### config.mk
export PLATFORM = sky130hd
export DESIGN_NAME = tlb_lookup_fifo_lru_flat
export DESIGN_NICKNAME = d
export VERILOG_FILES = /design/src/hw/rtl/tlbl_pkg.sv /design/src/hw/rtl/tlbl_if.sv /design/src/hw/rtl/tlbl_cfg.sv /design/src/hw/rtl/tlbl_cam.sv /design/src/hw/rtl/tlbl_lru.sv /design/src/hw/rtl/tlb_lookup_fifo_lru.sv /design/src/flat_wrapper.sv
export VERILOG_INCLUDE_DIRS = /design/src /design/src/hw/rtl
export SDC_FILE = /design/constraint.sdc
export NUM_CORES = 2
export LEC_CHECK = 0
export BUFFER_PORTS_ARGS = -buffer_cell sky130_fd_sc_hd__buf_4
export CAP_MARGIN = 20
export CORE_MARGIN = 1
export CORE_UTILIZATION = 50
export CTS_BUF_LIST = sky130_fd_sc_hd__clkbuf_4 sky130_fd_sc_hd__clkbuf_8
export DETAILED_ROUTE_END_ITERATION = 12
export GPL_TIMING_DRIVEN = 0
export MAX_ROUTING_LAYER = met4
export PLACE_DENSITY = 0.68
export SLEW_MARGIN = 40
export SYNTH_ARGS = -nofsm -noshare
export SYNTH_HDL_FRONTEND = slang
export SYNTH_SLANG_ARGS = --single-unit
### constraint.sdc
create_clock -name clk_i -period 5.2 [get_ports clk_i]
set_clock_uncertainty 0.05 [all_clocks]
set_input_delay 0.52 -clock clk_i [delete_from_list [all_inputs] [get_ports clk_i]]
set_output_delay 0.52 -clock clk_i [all_outputs]
set_load 0.03 [all_outputs]
### src/hw/rtl/assert_macros.svh
// ----------------------------------------------------------------------------
// assert_macros.svh
// shared concurrent assertion macros for the tlb rtl
// ----------------------------------------------------------------------------
`ifndef ASSERT_MACROS_SVH
`define ASSERT_MACROS_SVH

// property holds at every clock edge outside reset
`define ASSERT_ALWAYS(lbl, clk, rst_n, prop) \
  lbl: assert property (@(posedge clk) disable iff (!rst_n) (prop)) \
    else $error("tlb assertion failed");

// consequent holds in the same cycle as the antecedent
`define ASSERT_IMPLIES(lbl, clk, rst_n, ante, cons) \
  lbl: assert property (@(posedge clk) disable iff (!rst_n) (ante) |-> (cons)) \
    else $error("tlb assertion failed");

// consequent holds in the cycle after the antecedent
`define ASSERT_NEXT(lbl, clk, rst_n, ante, cons) \
  lbl: assert property (@(posedge clk) disable iff (!rst_n) (ante) |=> (cons)) \
    else $error("tlb assertion failed");

`endif

### src/hw/rtl/tlbl_pkg.sv
// ----------------------------------------------------------------------------
// tlbl_pkg
// types, constants and helpers shared by the tlb lookup rtl
// ----------------------------------------------------------------------------
`default_nettype none

package tlbl_pkg;

  localparam int unsigned TLB_ENTRIES  = 16;
  localparam int unsigned OFFSET_WIDTH = 8;
  localparam int unsigned PAGE_WIDTH   = 8;
  localparam int unsigned FRAME_WIDTH  = 8;
  localparam int unsigned AGE_WIDTH    = 16;
  localparam int unsigned ADDR_WIDTH   = 16;
  localparam int unsigned IDX_WIDTH    = (TLB_ENTRIES > 1) ? $clog2(TLB_ENTRIES) : 1;

  localparam int unsigned APB_ADDR_W = 3;
  localparam int unsigned APB_DATA_W = 32;

  typedef logic [TLB_ENTRIES-1:0]  entry_vec_t;
  typedef logic [PAGE_WIDTH-1:0]   page_t;
  typedef logic [FRAME_WIDTH-1:0]  frame_t;
  typedef logic [OFFSET_WIDTH-1:0] page_ofs_t;
  typedef logic [AGE_WIDTH-1:0]    age_t;
  typedef logic [IDX_WIDTH-1:0]    idx_t;
  typedef logic [ADDR_WIDTH-1:0]   addr_t;

  localparam age_t AGE_MAX  = '1;
  localparam age_t AGE_NEAR = AGE_MAX - age_t'(1);
  localparam idx_t IDX_LAST = idx_t'(TLB_ENTRIES - 1);

  typedef enum logic [0:0] {
    OP_LOOKUP = 1'b0,
    OP_FILL   = 1'b1
  } op_e;

  typedef enum logic [0:0] {
    POLICY_FIFO = 1'b0,
    POLICY_LRU  = 1'b1
  } policy_e;

  // register index, taken from the word address bit
  typedef enum logic [0:0] {
    REG_POLICY = 1'b0
  } reg_idx_e;

  typedef struct packed {
    op_e    operation;
    addr_t  logical_address;
    frame_t fill_frame;
  } req_t;

  typedef struct packed {
    logic   hit;
    frame_t frame_number;
    addr_t  phys_addr;
  } rsp_t;

  // command from the control path to the entry array
  typedef struct packed {
    logic       lookup;
    logic       fill;
    entry_vec_t fill_sel;
    page_t      page;
    frame_t     frame;
  } cam_cmd_t;

  // status from the entry array
  typedef struct packed {
    logic       hit;
    entry_vec_t hit_sel;
    frame_t     hit_frame;
    entry_vec_t valid;
    entry_vec_t age_zero;
    entry_vec_t age_near_max;
  } cam_stat_t;

  // update command for the age order tracker
  typedef struct packed {
    logic       lookup;
    logic       fill;
    logic       all_valid;
    entry_vec_t hit_sel;
    entry_vec_t fill_sel;
    entry_vec_t age_zero;
    entry_vec_t age_near_max;
  } lru_cmd_t;

  // isolate the lowest set bit
  function automatic entry_vec_t lowest_one(entry_vec_t v);
    return v & (~v + entry_vec_t'(1));
  endfunction

endpackage

`default_nettype wire

### src/hw/rtl/tlbl_if.sv
// ----------------------------------------------------------------------------
// tlbl_if
// valid/ready channels for lookup requests and results
// ----------------------------------------------------------------------------
`default_nettype none

interface tlbl_req_if;
  import tlbl_pkg::*;
  logic valid;
  logic ready;
  req_t data;

  modport source (output valid, output data, input ready);
  modport sink (input valid, input data, output ready);
endinterface

interface tlbl_rsp_if;
  import tlbl_pkg::*;
  logic valid;
  logic ready;
  rsp_t data;

  modport source (output valid, output data, input ready);
  modport sink (input valid, input data, output ready);
endinterface

`default_nettype wire

### src/hw/rtl/tlbl_cfg.sv
// ----------------------------------------------------------------------------
// tlbl_cfg
// apb register file holding the replacement policy
// ----------------------------------------------------------------------------
`default_nettype none

module tlbl_cfg import tlbl_pkg::*; (
  input  logic                  clk_i,
  input  logic                  rst_ni,
  input  logic                  psel_i,
  input  logic                  penable_i,
  input  logic                  pwrite_i,
  input  logic [APB_ADDR_W-1:0] paddr_i,
  input  logic [APB_DATA_W-1:0] pwdata_i,
  output logic [APB_DATA_W-1:0] prdata_o,
  output logic                  pready_o,
  output policy_e               policy_o
);

  policy_e  policy_q, policy_d;
  reg_idx_e reg_idx;
  logic     wr_en;

  assign pready_o = 1'b1;
  assign reg_idx  = reg_idx_e'(paddr_i[APB_ADDR_W-1]);
  assign wr_en    = psel_i & penable_i & pwrite_i;

  always_comb begin
    policy_d = policy_q;
    prdata_o = '0;
    case (reg_idx)
      REG_POLICY: begin
        prdata_o = APB_DATA_W'(policy_q);
        if (wr_en) begin
          policy_d = policy_e'(pwdata_i[0]);
        end
      end
      default: begin
        prdata_o = '0;
      end
    endcase
  end

  always_ff @(posedge clk_i or negedge rst_ni) begin
    if (!rst_ni) begin
      policy_q <= POLICY_FIFO;
    end else begin
      policy_q <= policy_d;
    end
  end

  assign policy_o = policy_q;

endmodule

`default_nettype wire

### src/hw/rtl/tlbl_cam.sv
// ----------------------------------------------------------------------------
// tlbl_cam
// entry array with parallel page match and per-entry saturating ages
// ----------------------------------------------------------------------------
`default_nettype none

module tlbl_cam import tlbl_pkg::*; (
  input  logic      clk_i,
  input  logic      rst_ni,
  input  logic      en_i,
  input  cam_cmd_t  cmd_i,
  output cam_stat_t stat_o
);

  page_t      page_q  [TLB_ENTRIES];
  frame_t     frame_q [TLB_ENTRIES];
  entry_vec_t valid_q, valid_d;
  age_t       age_q   [TLB_ENTRIES];
  age_t       age_d   [TLB_ENTRIES];
  entry_vec_t match;
  entry_vec_t hit_sel;
  frame_t     hit_frame;
  entry_vec_t age_zero;
  entry_vec_t age_near;

  always_comb begin
    for (int i = 0; i < TLB_ENTRIES; i++) begin
      match[i]    = valid_q[i] & (page_q[i] == cmd_i.page);
      age_zero[i] = (age_q[i] == '0);
      age_near[i] = (age_q[i] == AGE_NEAR);
    end
  end

  // lowest matching slot wins on duplicates
  assign hit_sel = lowest_one(match);

  always_comb begin
    hit_frame = '0;
    for (int i = 0; i < TLB_ENTRIES; i++) begin
      hit_frame = hit_frame | (frame_q[i] & {FRAME_WIDTH{hit_sel[i]}});
    end
  end

  assign stat_o.hit          = |match;
  assign stat_o.hit_sel      = hit_sel;
  assign stat_o.hit_frame    = hit_frame;
  assign stat_o.valid        = valid_q;
  assign stat_o.age_zero     = age_zero;
  assign stat_o.age_near_max = age_near;

  always_comb begin
    valid_d = valid_q | (cmd_i.fill ? cmd_i.fill_sel : '0);
    for (int i = 0; i < TLB_ENTRIES; i++) begin
      age_d[i] = age_q[i];
      if (cmd_i.lookup) begin
        if (hit_sel[i]) begin
          age_d[i] = '0;
        end else if (age_q[i] != AGE_MAX) begin
          age_d[i] = age_q[i] + age_t'(1);
        end
      end else if (cmd_i.fill && cmd_i.fill_sel[i]) begin
        age_d[i] = '0;
      end
    end
  end

  always_ff @(posedge clk_i or negedge rst_ni) begin
    if (!rst_ni) begin
      valid_q <= '0;
      for (int i = 0; i < TLB_ENTRIES; i++) begin
        age_q[i] <= '0;
      end
    end else if (en_i) begin
      valid_q <= valid_d;
      for (int i = 0; i < TLB_ENTRIES; i++) begin
        age_q[i] <= age_d[i];
      end
    end
  end

  // tag and frame storage, no reset
  always_ff @(posedge clk_i) begin
    for (int i = 0; i < TLB_ENTRIES; i++) begin
      if (en_i && cmd_i.fill && cmd_i.fill_sel[i]) begin
        page_q[i]  <= cmd_i.page;
        frame_q[i] <= cmd_i.frame;
      end
    end
  end

endmodule

`default_nettype wire

### src/hw/rtl/tlbl_lru.sv
// ----------------------------------------------------------------------------
// tlbl_lru
// victim selection: fifo pointer and a pairwise age order matrix
// ----------------------------------------------------------------------------
`default_nettype none

`include "assert_macros.svh"

module tlbl_lru import tlbl_pkg::*; (
  input  logic       clk_i,
  input  logic       rst_ni,
  input  logic       en_i,
  input  policy_e    policy_i,
  input  lru_cmd_t   cmd_i,
  output entry_vec_t victim_o
);

  // ge_q[i][j] is set when age of entry i >= age of entry j
  entry_vec_t ge_q [TLB_ENTRIES];
  entry_vec_t ge_d [TLB_ENTRIES];
  idx_t       ptr_q, ptr_d;
  logic       advance;
  entry_vec_t lru_sel;
  entry_vec_t fifo_sel;
  logic       order_total;

  assign advance = cmd_i.fill & cmd_i.all_valid & (policy_i == POLICY_FIFO);
  assign ptr_d   = (ptr_q == IDX_LAST) ? '0 : ptr_q + idx_t'(1);

  always_comb begin
    for (int i = 0; i < TLB_ENTRIES; i++) begin
      for (int j = 0; j < TLB_ENTRIES; j++) begin
        if (i == j) begin
          ge_d[i][j] = 1'b1;
        end else if ((cmd_i.lookup && cmd_i.hit_sel[j]) ||
                     (cmd_i.fill && cmd_i.fill_sel[j])) begin
          ge_d[i][j] = 1'b1;
        end else if (cmd_i.lookup && cmd_i.hit_sel[i]) begin
          ge_d[i][j] = 1'b0;
        end else if (cmd_i.fill && cmd_i.fill_sel[i]) begin
          ge_d[i][j] = cmd_i.age_zero[j];
        end else if (cmd_i.lookup) begin
          // saturation can only turn a strict less into equal
          ge_d[i][j] = ge_q[i][j] | cmd_i.age_near_max[i];
        end else begin
          ge_d[i][j] = ge_q[i][j];
        end
      end
    end
  end

  // oldest entry, lowest index on ties
  always_comb begin
    for (int i = 0; i < TLB_ENTRIES; i++) begin
      lru_sel[i] = 1'b1;
      for (int j = 0; j < TLB_ENTRIES; j++) begin
        if (j < i) begin
          lru_sel[i] = lru_sel[i] & ~ge_q[j][i];
        end else if (j > i) begin
          lru_sel[i] = lru_sel[i] & ge_q[i][j];
        end
      end
    end
  end

  assign fifo_sel = entry_vec_t'(1) << ptr_q;
  assign victim_o = (policy_i == POLICY_LRU) ? lru_sel : fifo_sel;

  always_ff @(posedge clk_i or negedge rst_ni) begin
    if (!rst_ni) begin
      ptr_q <= '0;
      for (int i = 0; i < TLB_ENTRIES; i++) begin
        ge_q[i] <= '1;
      end
    end else if (en_i) begin
      if (advance) begin
        ptr_q <= ptr_d;
      end
      for (int i = 0; i < TLB_ENTRIES; i++) begin
        ge_q[i] <= ge_d[i];
      end
    end
  end

  always_comb begin
    order_total = 1'b1;
    for (int i = 0; i < TLB_ENTRIES; i++) begin
      for (int j = 0; j < TLB_ENTRIES; j++) begin
        order_total = order_total & (ge_q[i][j] | ge_q[j][i]);
      end
    end
  end

  `ASSERT_ALWAYS(a_lru_onehot, clk_i, rst_ni, $onehot(lru_sel))
  `ASSERT_ALWAYS(a_order_total, clk_i, rst_ni, order_total)
  `ASSERT_IMPLIES(a_ptr_moves, clk_i, rst_ni, !$stable(ptr_q), $past(en_i && advance))

endmodule

`default_nettype wire

### src/hw/rtl/tlb_lookup_fifo_lru.sv
// ----------------------------------------------------------------------------
// tlb_lookup_fifo_lru
// 16-entry fully associative tlb with fifo or lru replacement
// ----------------------------------------------------------------------------
// One request beat is taken per clock while results drain, and each
// produces exactly one result beat. A beat lands in the input register;
// once the output register is free or being drained, the page is compared
// against all entries in parallel, ages and the victim order are updated,
// and the result is captured in the output register. The lru victim comes
// from a registered pairwise age order, so the fill path never searches the
// ages. Lookups age all entries and clear the age of the hit entry; fills
// write the first free slot, otherwise the fifo or lru victim. A result
// still waiting on the output stalls processing; the input register can
// still take one more beat, then ready drops until the result drains. No
// clearing pass after reset: the block is ready at once. The policy
// register sits at byte address 0 of the apb port.
// ----------------------------------------------------------------------------
`default_nettype none

`include "assert_macros.svh"

module tlb_lookup_fifo_lru import tlbl_pkg::*; (
  input  logic                  clk_i,
  input  logic                  rst_ni,
  tlbl_req_if.sink              req_i,
  tlbl_rsp_if.source            rsp_o,
  input  logic                  psel,
  input  logic                  penable,
  input  logic                  pwrite,
  input  logic [APB_ADDR_W-1:0] paddr,
  input  logic [APB_DATA_W-1:0] pwdata,
  output logic [APB_DATA_W-1:0] prdata,
  output logic                  pready
);

  policy_e    policy;

  // input stage
  logic       in_vld_q, in_vld_d;
  req_t       in_q;
  logic       accept;

  // output stage
  logic       out_vld_q, out_vld_d;
  rsp_t       out_q, out_d;

  // processing fires when the input register holds a beat and
  // the output register is free or being drained
  logic       go;

  cam_cmd_t   cam_cmd;
  cam_stat_t  cam_stat;
  lru_cmd_t   lru_cmd;
  entry_vec_t victim;
  entry_vec_t free_sel;
  entry_vec_t fill_sel;
  logic       is_fill;
  logic       is_lookup;
  page_t      page;
  page_ofs_t  offset;

  tlbl_cfg u_cfg (
    .clk_i     (clk_i),
    .rst_ni    (rst_ni),
    .psel_i    (psel),
    .penable_i (penable),
    .pwrite_i  (pwrite),
    .paddr_i   (paddr),
    .pwdata_i  (pwdata),
    .prdata_o  (prdata),
    .pready_o  (pready),
    .policy_o  (policy)
  );

  // handshake
  assign go          = in_vld_q & (~out_vld_q | rsp_o.ready);
  assign req_i.ready = ~in_vld_q | go;
  assign accept      = req_i.valid & req_i.ready;
  assign in_vld_d    = accept ? 1'b1 : (go ? 1'b0 : in_vld_q);
  assign out_vld_d   = go ? 1'b1 : (rsp_o.ready ? 1'b0 : out_vld_q);

  // address split
  assign page      = page_t'(in_q.logical_address >> OFFSET_WIDTH);
  assign offset    = in_q.logical_address[OFFSET_WIDTH-1:0];
  assign is_fill   = go & (in_q.operation == OP_FILL);
  assign is_lookup = go & (in_q.operation == OP_LOOKUP);

  // slot choice for a fill: first free slot, else the victim
  assign free_sel = lowest_one(~cam_stat.valid);
  assign fill_sel = (&cam_stat.valid) ? victim : free_sel;

  assign cam_cmd.lookup   = is_lookup;
  assign cam_cmd.fill     = is_fill;
  assign cam_cmd.fill_sel = fill_sel;
  assign cam_cmd.page     = page;
  assign cam_cmd.frame    = in_q.fill_frame;

  tlbl_cam u_cam (
    .clk_i  (clk_i),
    .rst_ni (rst_ni),
    .en_i   (go),
    .cmd_i  (cam_cmd),
    .stat_o (cam_stat)
  );

  assign lru_cmd.lookup       = is_lookup;
  assign lru_cmd.fill         = is_fill;
  assign lru_cmd.all_valid    = &cam_stat.valid;
  assign lru_cmd.hit_sel      = cam_stat.hit_sel;
  assign lru_cmd.fill_sel     = fill_sel;
  assign lru_cmd.age_zero     = cam_stat.age_zero;
  assign lru_cmd.age_near_max = cam_stat.age_near_max;

  tlbl_lru u_lru (
    .clk_i    (clk_i),
    .rst_ni   (rst_ni),
    .en_i     (go),
    .policy_i (policy),
    .cmd_i    (lru_cmd),
    .victim_o (victim)
  );

  // result: translation on a lookup hit, all zero otherwise
  always_comb begin
    out_d = '0;
    if ((in_q.operation == OP_LOOKUP) && cam_stat.hit) begin
      out_d.hit          = 1'b1;
      out_d.frame_number = cam_stat.hit_frame;
      out_d.phys_addr    = addr_t'({cam_stat.hit_frame, offset});
    end
  end

  always_ff @(posedge clk_i or negedge rst_ni) begin
    if (!rst_ni) begin
      in_vld_q  <= 1'b0;
      out_vld_q <= 1'b0;
    end else begin
      in_vld_q  <= in_vld_d;
      out_vld_q <= out_vld_d;
    end
  end

  // payload registers, no reset
  always_ff @(posedge clk_i) begin
    if (accept) begin
      in_q <= req_i.data;
    end
    if (go) begin
      out_q <= out_d;
    end
  end

  assign rsp_o.valid = out_vld_q;
  assign rsp_o.data  = out_q;

  `ASSERT_IMPLIES(a_fill_one_slot, clk_i, rst_ni, is_fill, $onehot(fill_sel))
  `ASSERT_NEXT(a_result_follows, clk_i, rst_ni, go, out_vld_q)

endmodule

`default_nettype wire

### src/flat_wrapper.sv
// flat-port wrapper written by rule: the top's interface ports become plain ports
module tlb_lookup_fifo_lru_flat import tlbl_pkg::*;
  (clk_i, rst_ni, psel, penable, pwrite, paddr, pwdata, prdata, pready, req_i_valid, req_i_data, req_i_ready, rsp_o_valid, rsp_o_data, rsp_o_ready);
  tlbl_req_if req_i_i ();
  tlbl_rsp_if rsp_o_i ();
  input  logic clk_i;
  input  logic rst_ni;
  input  logic psel;
  input  logic penable;
  input  logic pwrite;
  input  logic [APB_ADDR_W-1:0] paddr;
  input  logic [APB_DATA_W-1:0] pwdata;
  output logic [APB_DATA_W-1:0] prdata;
  output logic pready;
  input wire logic [$bits(req_i_i.valid)-1:0] req_i_valid;
  input wire logic [$bits(req_i_i.data)-1:0] req_i_data;
  output wire logic [$bits(req_i_i.ready)-1:0] req_i_ready;
  output wire logic [$bits(rsp_o_i.valid)-1:0] rsp_o_valid;
  output wire logic [$bits(rsp_o_i.data)-1:0] rsp_o_data;
  input wire logic [$bits(rsp_o_i.ready)-1:0] rsp_o_ready;
  assign req_i_i.valid = req_i_valid;
  assign req_i_i.data = req_i_data;
  assign req_i_ready = req_i_i.ready;
  assign rsp_o_valid = rsp_o_i.valid;
  assign rsp_o_data = rsp_o_i.data;
  assign rsp_o_i.ready = rsp_o_ready;
  tlb_lookup_fifo_lru u_core (.clk_i(clk_i), .rst_ni(rst_ni), .req_i(req_i_i), .rsp_o(rsp_o_i), .psel(psel), .penable(penable), .pwrite(pwrite), .paddr(paddr), .pwdata(pwdata), .prdata(prdata), .pready(pready));
endmodule
==> metrics.md <==
| Metric | Value |
|---|---|
| Post-layout min period | `5.28 ns` |
| Total area of sequential cells | `19100 µm²` |
| Arrival time at the worst endpoint | `5.93 ns` |
| Residual DRC count | `0` |
| Avg Inst Size Synth | `10.2 µm²` |
| Multi-input logic area | `16000 µm²` |
| Final Max Slew Viols | `0` |
| Worst Reg-to-Reg Cells | `12` |
| Slew @ Worst Pin | `0.992 ns` |
| Status | `finished, violations left` |
| Final worst slack | `-0.0816 ns` |
| Initial DRC Count | `4016` |
| Hold Vio Cnt, Final | `0` |
| Worst slack, placed | `-0.183 ns` |
| Routed Antenna Nets | `0` |
| Drt wl/cell | `26.8 µm` |
| CP endpoint kind | `flop` |
| Initial Util | `50.5%` |
| Cell variety after synth | `100` |
| Final setup vio count | `19` |
| I/O Buffers | `61` |
| Layout Area Growth over Synthesis | `15.1%` |
| Vias in the first global route | `28800` |
| Post-DP HPWL | `91.8 mm` |
| Max Cap Viol | `0` |
| Worst setup path class | `reg -> reg` |
| Post-synth EDFFs | `298` |
| Met2 Use GR | `50.5%` |
| Sequential area share after synthesis | `52.8%` |
| Leak | `16.1 nW` |
| Crit share post-route | `102%` |
| CTS tree | `yes` |
| FF+latch count, synth | `697` |
| Clk sinks | `697` |
| First drt pass iteration count | `8` |
| Worst IR Drop VDD | `0.286 mV` |
| Failing checks | `negative setup slack` |
| Commonest non-fill, non-tap cells in the layout | `nor2_1, edfxtp_1, nand2_1` |
| Startpoint Class | `flop` |
| Worst slew margin | `33.3%` |
| Synth Cell Area | `36100 µm²` |
| Synth async-reset ratio | `57.2%` |
| Worst min path class | `in -> reg` |
| IO Count | `127` |
| DR vias/cell | `6.34` |
| CTS root buf | `clkbuf_8` |
| H-tree levels | `3` |
| Final core utilization | `58.1%` |
| Total gr overflow | `0` |
| Placed instance area | `38600 µm²` |
| Largest net degree at the start of global routing | `72` |
| Worst EP required | `5.84 ns` |
| Commonest non-fill, non-tap cell in the layout | `nor2_1` |
| Total GRT Usage | `36.1%` |
| Synth Warn # | `0` |
| Layout cells sized above 1 | `16.7%` |
| Height of the die | `271 µm` |
| Via count | `30800` |
| Clock slew at reported path FFs | `0.06 ns` |
| Main synth FF type | `edfxtp_1` |
| Die Area | `73300 µm²` |
| Unrepaired setup endpoints after global routing | `false` |
| Fmax achieved | `189 MHz` |
| Latest clock arrival within the worst-skew pair | `0.77 ns` |
| Core area | `71500 µm²` |
| Final GP Congestion | `1.05` |
| Crit-path max FO | `10` |
| GR Layer Usage met1 | `50.0%` |
| Post-route cell area | `41600 µm²` |
| # fillers | `6158` |
| WHS Path Cells | `3` |
| GR peak layer | `met2` |
| M3 GR Usage | `7.99%` |
| Clock Tree Buf Depth | `3` |
| Initial antenna violation count | `8` |
| Total Nets Final | `3922` |
| Site Rows | `98` |
| Num CTS Buffers | `118` |
| Post-Route WL | `130 mm` |
| First-pass GRT wire length | `191 mm` |
| Die Wd | `271 µm` |
| Mapped Cells | `3533` |
| Cell Pwr Density | `370 nW/µm²` |
## registers in the layout, indices dropped and copies added (netlist names)
| register | flops |
|---|---|
| u_core.u_cam.age_q | 256 |
| u_core.u_cam.frame_q | 128 |
| u_core.u_cam.page_q | 128 |
| u_core.u_lru.ge_q | 120 |
| u_core.rsp_o.data | 17 |
| u_core.cam_cmd | 16 |
| u_core.u_cam.valid_q | 16 |
| u_core.in_q | 9 |
| u_core.u_lru.ptr_q | 4 |
| u_core.in_vld_q | 1 |
| u_core.rsp_o.valid | 1 |
| u_core.u_cfg.policy_o | 1 |
## cells by family after synthesis
group	count (synthesis)	synth area share, %
xor gates and xnor gates	264	6.42
DFF	697	52.8
adders and majority gates	52	1.80
other	2	0.0208
AOI/OAI and AO/OA	742	13.2
buffers and inverters	293	4.02
and+or+nand+nor	1469	21.3
muxes	14	0.405
## final cells by class
class,instances,area share [%]
flip-flops and latches,697,45.9
multi-input cells,2573,38.5
clock buffers,181,5.42
repair buffers,120,2.91
well taps,950,2.86
plain buffers,202,2.80
inverters,91,0.828
clock inverters,43,0.768
diodes,3,0.0181
## worst max-delay path, stage by stage, from the launching register on
cell and delay (ns):
dfrtp_1 0.68, clkbuf_1 0.63, clkbuf_2 0.50, nand4_1 0.25, nor4_1 0.72, o21ai_0 0.39, a21oi_4 0.50, clkbuf_1 0.48
buf_2 0.43, nand4_1 0.14, a21oi_1 0.15, nor3_1 0.06, o21ai_0 0.20
## cell usage after synthesis, types with 15 or more instances
cell type  count  area, µm²
a22oi_1       28        210
nor4b_1       24        210
edfxtp_1     298       8950
or2_2         20        125
a31oi_1       54        338
clkbuf_1      98        368
xor2_1       100        876
nand2b_1      33        206
nor4_1        85        532
and4_1        35        307
and3_1        62        388
nor2_1       306       1150
o21ai_0      204       1020
nand4_1      128        801
ha_1          52        651
o31ai_1       34        255
or3_1         48        300
inv_1         87        327
a211oi_1      42        315
buf_4         44        330
or4_1         15        113
nand3_1      154        771
buf_2         29        145
xnor2_1      163       1430
buf_1         17       63.8
dfrtp_1      279       6980
and2_1        38        238
a21o_1        22        165
nor3_1       143        716
o211ai_1      30        225
nand2_1      297       1110
a21oi_1      170        851
dfstp_2      120       3150
## path summary, 6_finish.rpt
kind | end | slack (ns) | startpoint
max | u_core.u_lru.ge_q[241] | -0.08 | u_core.u_cfg.policy_o
min | u_core.in_vld_q | 0.03 | rsp_o_ready
max reg2reg | u_core.u_lru.ge_q[241] | -0.08 | u_core.u_cfg.policy_o
min reg2reg | u_core.u_lru.ge_q[188] | 0.46 | u_core.u_lru.ge_q[188]
max in group asynchronous | u_core.u_lru.ge_q[243] | 3.14 | rst_ni
min in group asynchronous | u_core.u_cam.age_q[245] | 0.19 | rst_ni
## layer usage
| metal | part of all wire, % | vias to the layer above |
|---|---|---|
| met5 | 0 | - |
| met3 | 10 | 373 |
| met2 | 42 | 1689 |
| met1 | 42 | 15100 |
| met4 | 5.1 | 0 |
| li1 | - | 13600 |
## power breakdown
group          total [W]  switching (W)  internal, W  leakage, nW
clock network    0.00532        0.00239      0.00293         1.37
registers        0.00737       0.000783      0.00659         7.73
logic            0.00270        0.00172     0.000974         6.99
total             0.0154        0.00490       0.0105         16.1
## repair_timing
action	CTS	global route
buffers inserted	0	5
hold buffers	28	0
setup endpoints to repair	27	4
resized for setup	1	5
pin swaps	0	0
hold endpoints to repair	113	0
## metrics by stage
step | hold WS, ns | total power [W] | setup TNS [ns] | instances
after floorplan | 0.174 | 0.00879 | 0 | 3563
after global placement | 0.437 | 0.00992 | -253.34 | 4574
after detailed placement | 0.386 | 0.0100 | -2.93 | 4599
after CTS | 0.00446 | 0.0153 | 0 | 4851
after global routing | 0.0358 | 0.0159 | 0 | 4860
final | 0.0349 | 0.0154 | -0.798 | 4860
Power figures use the tool's default switching activity.
